`config.mk`:
```
export PLATFORM = sky130hd
export DESIGN_NAME = sm83_alu_flags
export DESIGN_NICKNAME = d
export VERILOG_FILES = /design/src/sm83alu_pkg.sv /design/src/sm83alu_cb.sv /design/src/sm83alu_core.sv /design/src/sm83_alu_flags.sv
export SDC_FILE = /design/constraint.sdc
export NUM_CORES = 1
export LEC_CHECK = 0
export ABC_AREA = 0
export CAP_MARGIN = 30
export CORE_ASPECT_RATIO = 1.75
export CORE_MARGIN = 3
export CORE_UTILIZATION = 50
export CTS_BUF_LIST = sky130_fd_sc_hd__clkbuf_16
export CTS_CLUSTER_DIAMETER = 120
export DETAILED_ROUTE_END_ITERATION = 7
export DONT_BUFFER_PORTS = 1
export MAX_ROUTING_LAYER = met4
export SYNTH_ARGS = -nofsm -noshare
export SYNTH_HDL_FRONTEND = slang
export SYNTH_SLANG_ARGS = --single-unit
```
`constraint.sdc`:
```
create_clock -name clock -period 4.5 [get_ports clock]
set_input_delay 0.675 -clock clock [delete_from_list [all_inputs] [get_ports clock]]
set_output_delay 0.675 -clock clock [all_outputs]
set_load 0.1 [all_outputs]
```
`src/sm83alu_pkg.sv`:
```
package sm83alu_pkg;

   // flag bit positions in the 4-bit flag nibble
   localparam int unsigned FLAG_Z = 3;
   localparam int unsigned FLAG_N = 2;
   localparam int unsigned FLAG_H = 1;
   localparam int unsigned FLAG_C = 0;

   localparam logic [7:0] DAA_HI_ADJ = 8'h60;
   localparam logic [7:0] DAA_LO_ADJ = 8'h06;
   localparam logic [7:0] DAA_HI_MAX = 8'h99;
   localparam logic [3:0] DAA_LO_MAX = 4'h9;

   typedef enum logic [4:0] {
      OP_ADD   = 5'd0,
      OP_ADC   = 5'd1,
      OP_SUB   = 5'd2,
      OP_SBC   = 5'd3,
      OP_AND   = 5'd4,
      OP_OR    = 5'd5,
      OP_XOR   = 5'd6,
      OP_CP    = 5'd7,
      OP_ADD16 = 5'd8,
      OP_SPOFF = 5'd9,
      OP_RLCA  = 5'd10,
      OP_RRCA  = 5'd11,
      OP_RLA   = 5'd12,
      OP_RRA   = 5'd13,
      OP_CPL   = 5'd14,
      OP_SCF   = 5'd15,
      OP_CCF   = 5'd16,
      OP_DAA   = 5'd17,
      OP_RLC   = 5'd18,
      OP_RRC   = 5'd19,
      OP_RL    = 5'd20,
      OP_RR    = 5'd21,
      OP_SLA   = 5'd22,
      OP_SRA   = 5'd23,
      OP_SWAP  = 5'd24,
      OP_SRL   = 5'd25
   } op_type;

   typedef enum logic [2:0] {
      CB_RLC  = 3'd0,
      CB_RRC  = 3'd1,
      CB_RL   = 3'd2,
      CB_RR   = 3'd3,
      CB_SLA  = 3'd4,
      CB_SRA  = 3'd5,
      CB_SWAP = 3'd6,
      CB_SRL  = 3'd7
   } cb_sel_type;

   typedef struct packed {
      logic [4:0]        opcode;
      logic [7:0]        acc_in;
      logic [3:0]        flags_in;
      logic [15:0]       operand;
      logic [15:0]       base16;
      logic signed [7:0] offset;
   } req_type;

   typedef struct packed {
      logic [7:0]  acc_out;
      logic [3:0]  flags_out;
      logic [7:0]  result8;
      logic [15:0] result16;
   } rsp_type;

endpackage

```
`src/sm83alu_cb.sv`:
```
module sm83alu_cb (
   input  sm83alu_pkg::cb_sel_type sel,
   input  logic [7:0]              data_in,
   input  logic                    carry_in,
   output logic [7:0]              data_out,
   output logic                    carry_out
);
   import sm83alu_pkg::*;

   always_comb begin
      carry_out = data_in[0];
      data_out  = {1'b0, data_in[7:1]};
      case (sel)
         CB_RLC: begin
            carry_out = data_in[7];
            data_out  = {data_in[6:0], data_in[7]};
         end
         CB_RRC: begin
            carry_out = data_in[0];
            data_out  = {data_in[0], data_in[7:1]};
         end
         CB_RL: begin
            carry_out = data_in[7];
            data_out  = {data_in[6:0], carry_in};
         end
         CB_RR: begin
            carry_out = data_in[0];
            data_out  = {carry_in, data_in[7:1]};
         end
         CB_SLA: begin
            carry_out = data_in[7];
            data_out  = {data_in[6:0], 1'b0};
         end
         CB_SRA: begin
            carry_out = data_in[0];
            data_out  = {data_in[7], data_in[7:1]};
         end
         CB_SWAP: begin
            carry_out = 1'b0;
            data_out  = {data_in[3:0], data_in[7:4]};
         end
         CB_SRL: begin
            carry_out = data_in[0];
            data_out  = {1'b0, data_in[7:1]};
         end
         default: begin
            carry_out = data_in[0];
            data_out  = {1'b0, data_in[7:1]};
         end
      endcase
   end

endmodule

```
`src/sm83alu_core.sv`:
```
module sm83alu_core (
   input  sm83alu_pkg::req_type req,
   output sm83alu_pkg::rsp_type rsp
);
   import sm83alu_pkg::*;

   op_type      op;
   logic [7:0]  a;
   logic [7:0]  v;
   logic [3:0]  f;
   logic        c_in;
   logic        add_cin;
   logic        sub_cin;
   logic [8:0]  add_sum;
   logic [4:0]  add_lo;
   logic [8:0]  sub_diff;
   logic [4:0]  sub_lo;
   logic [16:0] sum16;
   logic [12:0] sum16_lo;
   logic [15:0] sp_sum;
   logic [4:0]  sp_lo;
   logic [8:0]  sp_byte;
   logic        acc_rot;
   logic [4:0]  cb_idx;
   cb_sel_type  cb_sel;
   logic [7:0]  cb_data;
   logic [7:0]  cb_res;
   logic        cb_carry;
   logic        daa_c;
   logic        daa_l;
   logic [7:0]  daa_add;
   logic [7:0]  daa_sub;
   logic [7:0]  logic_res;

   assign op   = op_type'(req.opcode);
   assign a    = req.acc_in;
   assign v    = req.operand[7:0];
   assign f    = req.flags_in;
   assign c_in = f[FLAG_C];

   assign add_cin  = (op == OP_ADC) && c_in;
   assign sub_cin  = (op == OP_SBC) && c_in;
   assign add_sum  = {1'b0, a} + {1'b0, v} + {8'd0, add_cin};
   assign add_lo   = {1'b0, a[3:0]} + {1'b0, v[3:0]} + {4'd0, add_cin};
   // bit 8 / bit 4 of the difference is the borrow
   assign sub_diff = {1'b0, a} - {1'b0, v} - {8'd0, sub_cin};
   assign sub_lo   = {1'b0, a[3:0]} - {1'b0, v[3:0]} - {4'd0, sub_cin};

   assign sum16    = {1'b0, req.base16} + {1'b0, req.operand};
   assign sum16_lo = {1'b0, req.base16[11:0]} + {1'b0, req.operand[11:0]};

   assign sp_sum  = req.base16 + {{8{req.offset[7]}}, req.offset};
   assign sp_lo   = {1'b0, req.base16[3:0]} + {1'b0, req.offset[3:0]};
   assign sp_byte = {1'b0, req.base16[7:0]} + {1'b0, req.offset};

   // one shift/rotate unit serves both the accumulator rotates and the CB group
   assign acc_rot = (op == OP_RLCA) || (op == OP_RRCA) || (op == OP_RLA) || (op == OP_RRA);
   assign cb_idx  = acc_rot ? (req.opcode - OP_RLCA) : (req.opcode - OP_RLC);
   assign cb_sel  = cb_sel_type'(cb_idx[2:0]);
   assign cb_data = acc_rot ? a : v;

   sm83alu_cb u_cb (
      .sel       (cb_sel),
      .data_in   (cb_data),
      .carry_in  (c_in),
      .data_out  (cb_res),
      .carry_out (cb_carry)
   );

   assign daa_c   = c_in || (a > DAA_HI_MAX);
   assign daa_l   = f[FLAG_H] || (a[3:0] > DAA_LO_MAX);
   assign daa_add = a + (daa_c ? DAA_HI_ADJ : 8'd0) + (daa_l ? DAA_LO_ADJ : 8'd0);
   assign daa_sub = a - (f[FLAG_H] ? DAA_LO_ADJ : 8'd0) - (c_in ? DAA_HI_ADJ : 8'd0);

   always_comb begin
      case (op)
         OP_AND:  logic_res = a & v;
         OP_OR:   logic_res = a | v;
         default: logic_res = a ^ v;
      endcase
   end

   always_comb begin
      rsp.acc_out   = a;
      rsp.flags_out = f;
      rsp.result8   = 8'd0;
      rsp.result16  = 16'd0;
      case (op)
         OP_ADD, OP_ADC: begin
            rsp.acc_out   = add_sum[7:0];
            rsp.flags_out = {add_sum[7:0] == 8'd0, 1'b0, add_lo[4], add_sum[8]};
         end
         OP_SUB, OP_SBC, OP_CP: begin
            if (op != OP_CP) begin
               rsp.acc_out = sub_diff[7:0];
            end
            rsp.flags_out = {sub_diff[7:0] == 8'd0, 1'b1, sub_lo[4], sub_diff[8]};
         end
         OP_AND: begin
            rsp.acc_out   = logic_res;
            rsp.flags_out = {logic_res == 8'd0, 1'b0, 1'b1, 1'b0};
         end
         OP_OR, OP_XOR: begin
            rsp.acc_out   = logic_res;
            rsp.flags_out = {logic_res == 8'd0, 3'b000};
         end
         OP_ADD16: begin
            rsp.result16  = sum16[15:0];
            rsp.flags_out = {f[FLAG_Z], 1'b0, sum16_lo[12], sum16[16]};
         end
         OP_SPOFF: begin
            rsp.result16  = sp_sum;
            rsp.flags_out = {2'b00, sp_lo[4], sp_byte[8]};
         end
         OP_RLCA, OP_RRCA, OP_RLA, OP_RRA: begin
            rsp.acc_out   = cb_res;
            rsp.flags_out = {3'b000, cb_carry};
         end
         OP_CPL: begin
            rsp.acc_out   = ~a;
            rsp.flags_out = {f[FLAG_Z], 1'b1, 1'b1, c_in};
         end
         OP_SCF: rsp.flags_out = {f[FLAG_Z], 2'b00, 1'b1};
         OP_CCF: rsp.flags_out = {f[FLAG_Z], 2'b00, !c_in};
         OP_DAA: begin
            if (!f[FLAG_N]) begin
               rsp.acc_out   = daa_add;
               rsp.flags_out = {daa_add == 8'd0, 2'b00, daa_c};
            end else begin
               rsp.acc_out   = daa_sub;
               rsp.flags_out = {daa_sub == 8'd0, 1'b1, 1'b0, c_in};
            end
         end
         OP_RLC, OP_RRC, OP_RL, OP_RR, OP_SLA, OP_SRA, OP_SWAP, OP_SRL: begin
            rsp.result8   = cb_res;
            rsp.flags_out = {cb_res == 8'd0, 2'b00, cb_carry};
         end
         default: begin
            rsp.acc_out   = a;
            rsp.flags_out = f;
         end
      endcase
   end

endmodule

```
`src/sm83_alu_flags.sv`:
```
// Flow: an accepted request is captured in the input register; its result is
// then taken into the output register unless the result side stalls.
// Throughput: one request per cycle unless stalled; input and result registers
// hold while the result side stalls, so a full pipe of two requests can wait.
// Reset (synchronous, active high) empties both stages; data is not cleared.
module sm83_alu_flags (
   input  logic                 clock,
   input  logic                 reset,
   input  logic                 req_valid,
   output logic                 req_stall,
   input  sm83alu_pkg::req_type req_payload,
   output logic                 rsp_valid,
   input  logic                 rsp_stall,
   output sm83alu_pkg::rsp_type rsp_payload
);
   import sm83alu_pkg::*;

   req_type req_ff;
   req_type req_in;
   logic    req_valid_ff;
   logic    req_valid_in;
   rsp_type rsp_ff;
   rsp_type rsp_in;
   rsp_type core_rsp;
   logic    rsp_valid_ff;
   logic    rsp_valid_in;
   logic    out_hold;

   assign out_hold  = rsp_valid_ff && rsp_stall;
   assign req_stall = req_valid_ff && out_hold;

   sm83alu_core u_core (
      .req (req_ff),
      .rsp (core_rsp)
   );

   always_comb begin
      req_valid_in = req_valid_ff;
      req_in       = req_ff;
      if (!req_stall) begin
         req_valid_in = req_valid;
         if (req_valid) begin
            req_in = req_payload;
         end
      end
      rsp_valid_in = rsp_valid_ff;
      rsp_in       = rsp_ff;
      if (!out_hold) begin
         rsp_valid_in = req_valid_ff;
         if (req_valid_ff) begin
            rsp_in = core_rsp;
         end
      end
   end

   always_ff @(posedge clock) begin
      if (reset) begin
         req_valid_ff <= 1'b0;
         rsp_valid_ff <= 1'b0;
      end else begin
         req_valid_ff <= req_valid_in;
         rsp_valid_ff <= rsp_valid_in;
      end
      req_ff <= req_in;
      rsp_ff <= rsp_in;
   end

   assign rsp_valid   = rsp_valid_ff;
   assign rsp_payload = rsp_ff;

   a_rsp_from_stage: assert property (@(posedge clock) disable iff (reset)
      $rose(rsp_valid_ff) |-> $past(req_valid_ff))
      else $error("result appeared with no request in the input stage");

   a_stage_advances: assert property (@(posedge clock) disable iff (reset)
      (req_valid_ff && !out_hold) |=> rsp_valid_ff)
      else $error("request in input stage was dropped");

   a_accept_loads: assert property (@(posedge clock) disable iff (reset)
      (req_valid && !req_stall) |=> req_valid_ff)
      else $error("accepted request not captured");

   a_reset_empty: assert property (@(posedge clock)
      $past(reset) |-> (!req_valid_ff && !rsp_valid_ff))
      else $error("pipeline not empty after reset");

endmodule

```
==> summary.txt <==
Clock tree
  • Reg clk slew, reported paths: 80 ps
  • Clock Tree Buf Depth: 2
  • CTS tree: yes
  • Root Buffer: clkbuf_16
  • TritonCTS buffer count: 9
  • CTS H-tree lvls: 3
  • CTS sink count: 95
  • Worst skew pair latency: 350 ps
  • Hold_buf cts: 0
  • Post-CTS Setup Inserts: 0
  • Post-CTS sizing: 0

Synth
  • Compound-Gate Fraction of Synth Area: 23.2%
  • Area leader, netlist: edfxtp_1
  • Synth top area share: 37.4%
  • Main synth FF type: edfxtp_1
  • Cells after synthesis: 775
  • Post-Synth Simple-Gate Area: 13.4%
  • Post-synthesis sequential area ratio: 37.9%
  • Synth Area in Adders: 14.9%
  • Synth top cells by count: edfxtp_1 (93), ha_1 (78), nor2_1 (67)
  • Xor/xnor cell area share of the yosys netlist: 5.86%
  • Netlist area before placement: 7470 µm²
  • Yosys reg bits: 95
  • Yosys cell types: 74
  • Syn_area_per_cell: 9.64 µm²
  • Async S/R FF share, synth: 0%
  • Syn nets: 921
  • Synth area leaders: edfxtp_1 (37%), ha_1 (13%), xnor2_1 (4.5%)
  • YS warnings: 0
  • Multiplexer area fraction after synthesis: 0.821%
  • Number of synthesized flops with an enable pin: 93
  • Largest family of logic cells by synthesized area: compound AO/OA/AOI/OAI gates
  • Most frequent cell after synthesis: edfxtp_1

Timing
  • Slew headroom: 37.1%
  • Final period demand of the worst path: 3810 ps
  • Fin Clk Skew: 19.3 ps
  • Fin. Hold Viols: 0
  • Slew @ Worst Pin: 946 ps
  • Fraction of the cycle the final worst path needs: 84.6%
  • Unrepaired setup endpoints after global routing: no
  • Setup TNS: 0 ps
  • Pins Over Slew Limit: 0
  • Final setup vio count: 0
  • Max Fclk: 263 MHz

Layout
  • Ratio of cells with drive above 1 in the final layout: 6.54%
  • Post-Layout Inst Area: 8050 µm²
  • # fillers: 1,302
  • Area Growth Syn to Fin: 7.77%
  • Ant. Diodes: 0
  • Footprint of the multi-input gates: 4370 µm²
  • Seq. cell area: 2830 µm²
  • Nets: 921

Setup path
  • CP Capture Type: flip-flop
  • Startpoint Class: flip-flop
  • Critical-path top delay cell: edfxtp_1
  • CP Cell Sequence: nand2b_1 -> nor3_1 -> nand3_1 -> fa_1 -> fa_1 -> o21a_1 -> nor2_1 -> o21ai_0 -> xor2_1 -> a221oi_1 -> o21ai_0 -> a221o_1
  • Data required, critical path: 4600 ps
  • Crit path arrival time: 3900 ps
  • Crit Path Class: flip-flop to flip-flop
  • Worst path max stage delay: 500 ps
  • Crit path max fanout: 9

Routing
  • Drt wl/cell: 25.1 µm
  • # DRC: 0
  • WL final: 24.1 mm
  • Vias/cell: 6.61
  • Drt initial violations: 455
  • Via count: 6,349
  • Remaining antenna violation count after routing: 0
  • Drt pass-1 iters: 5

Floorplan
  • Die W: 98.4 µm
  • Die Y: 168 µm
  • IO Pins: 99
  • # rows: 58
  • Die outline area: 16,500 µm²
  • Initial Utilization: 51.4%
  • Core Region: 14,500 µm²

Global routing
  • Initial antenna violation count: 0
  • GRT Residual Overflow: 0
  • Gr usage total: 29.9%
  • First-pass GRT wire length: 36.4 mm
  • Vias in the first global route: 6,505
  • Largest net degree at the start of global routing: 40

Worst hold path
  • Hold Crit Class: input pin to flip-flop

Flow run
  • MaxCap Viol Count: 0

Power and ir drop
  • Pwr dens: 335 nW/µm²
  • Pleak: 0.00314 µW
  • Peak VDD IR: 0.000222 V

Place
  • Buffers on Ports: 0
  • GP Congestion: 1.08
  • Post-DP Area: 7760 µm²
  • Dpl hpwl: 19.2 mm

Run status
  • Status: finished clean
-- power breakdown --
| group | switching (µW) | internal, µW |
|---|---|---|
| logic | 444 | 276 |
| clock network | 366 | 383 |
| registers | 194 | 1040 |
| total | 1000 | 1700 |
-- stage by stage --
stage / total power [µW] / setup slack (ps) / hold slack, ps / util [%] / std cells
6_report: 2700 / 695 / 386 / 55.4 / 960
5_1_grt: 2810 / 460 / 378 / 55.4 / 960
4_1_cts: 2710 / 744 / 379 / 55.4 / 960
3_5_place_dp: 1950 / 768 / 507 / 53.5 / 944
3_3_place_gp: 1940 / 856 / 474 / 53.1 / 942
2_1_floorplan: 1740 / 393 / 444 / - / 775
-- cells by family (layout without fill, tap and decap cells) --
logic type	count (synthesis)	in the layout
fa+ha+maj	85	85
buf+inv	72	77
flops	95	95
mux	6	6
compound gates	257	257
xor+xnor	50	50
simple gates	210	210
-- final cells by class --
| type | count | area share (%) |
|---|---|---|
| clock buffers | 9 | 2.80 |
| clock inverters | 7 | 0.715 |
| inverters | 42 | 1.96 |
| multi-input cells | 608 | 54.3 |
| flip-flops and latches | 95 | 35.2 |
| well taps | 180 | 2.80 |
| repair buffers | 19 | 2.27 |
-- critical path: cells and delay by family, from the launching register on --
family | cells | cell delay [ps]
DFF | 1 | 500
and+or+nand+nor | 4 | 800
AOI/OAI and AO/OA | 5 | 1130
xor gates and xnor gates | 1 | 200
adders and majority gates | 2 | 910
-- sequential cells by signal, indices dropped and copies added, names as in the netlist --
name          cells
rsp_payload      36
req_valid_ff      1
req_ff           57
rsp_valid         1
-- layer usage --
layer	track usage (%)	vias up	part of all wire [%]
li1	-	2915	-
met1	29.5	3048	34
met2	54.4	301	54
met3	3.50	85	5.3
met4	19.3	0	6.7
met5	-	-	0
-- worst paths after layout --
path,startpoint,to,slack [ps],depth (start not counted)
setup / recovery,req_ff[53]$_DFFE_PP_,rsp_payload[34]$_DFFE_PP_,690,12
hold / removal,reset,req_valid_ff$_SDFFE_PP0N_,390,1
setup reg to reg,req_ff[53]$_DFFE_PP_,rsp_payload[34]$_DFFE_PP_,690,12
hold reg to reg,req_valid_ff$_SDFFE_PP0N_,rsp_valid$_SDFFE_PP0N_,530,2
-- layout by cell type (no fill, tap or decap), types with 4 or more instances in the layout --
cell,instances
clkbuf_16,9
o31a_1,4
xor2_1,12
a221oi_1,5
or2_2,4
a21oi_1,62
ha_1,78
a21o_1,19
o21ai_0,46
nor3_1,21
nand2b_1,8
fa_1,7
buf_4,17
o22ai_1,19
nor4_1,4
nor2_1,67
a211oi_1,16
inv_1,42
and2_1,8
a31oi_1,7
and3_1,7
o211ai_1,8
a221o_1,8
xnor2_1,38
a21boi_0,4
nand3_1,10
a22o_1,4
nand2_1,57
edfxtp_1,93
o21a_1,12
nor2b_1,8
mux2i_1,5
Note: power is estimated with default switching activity, not from simulation.
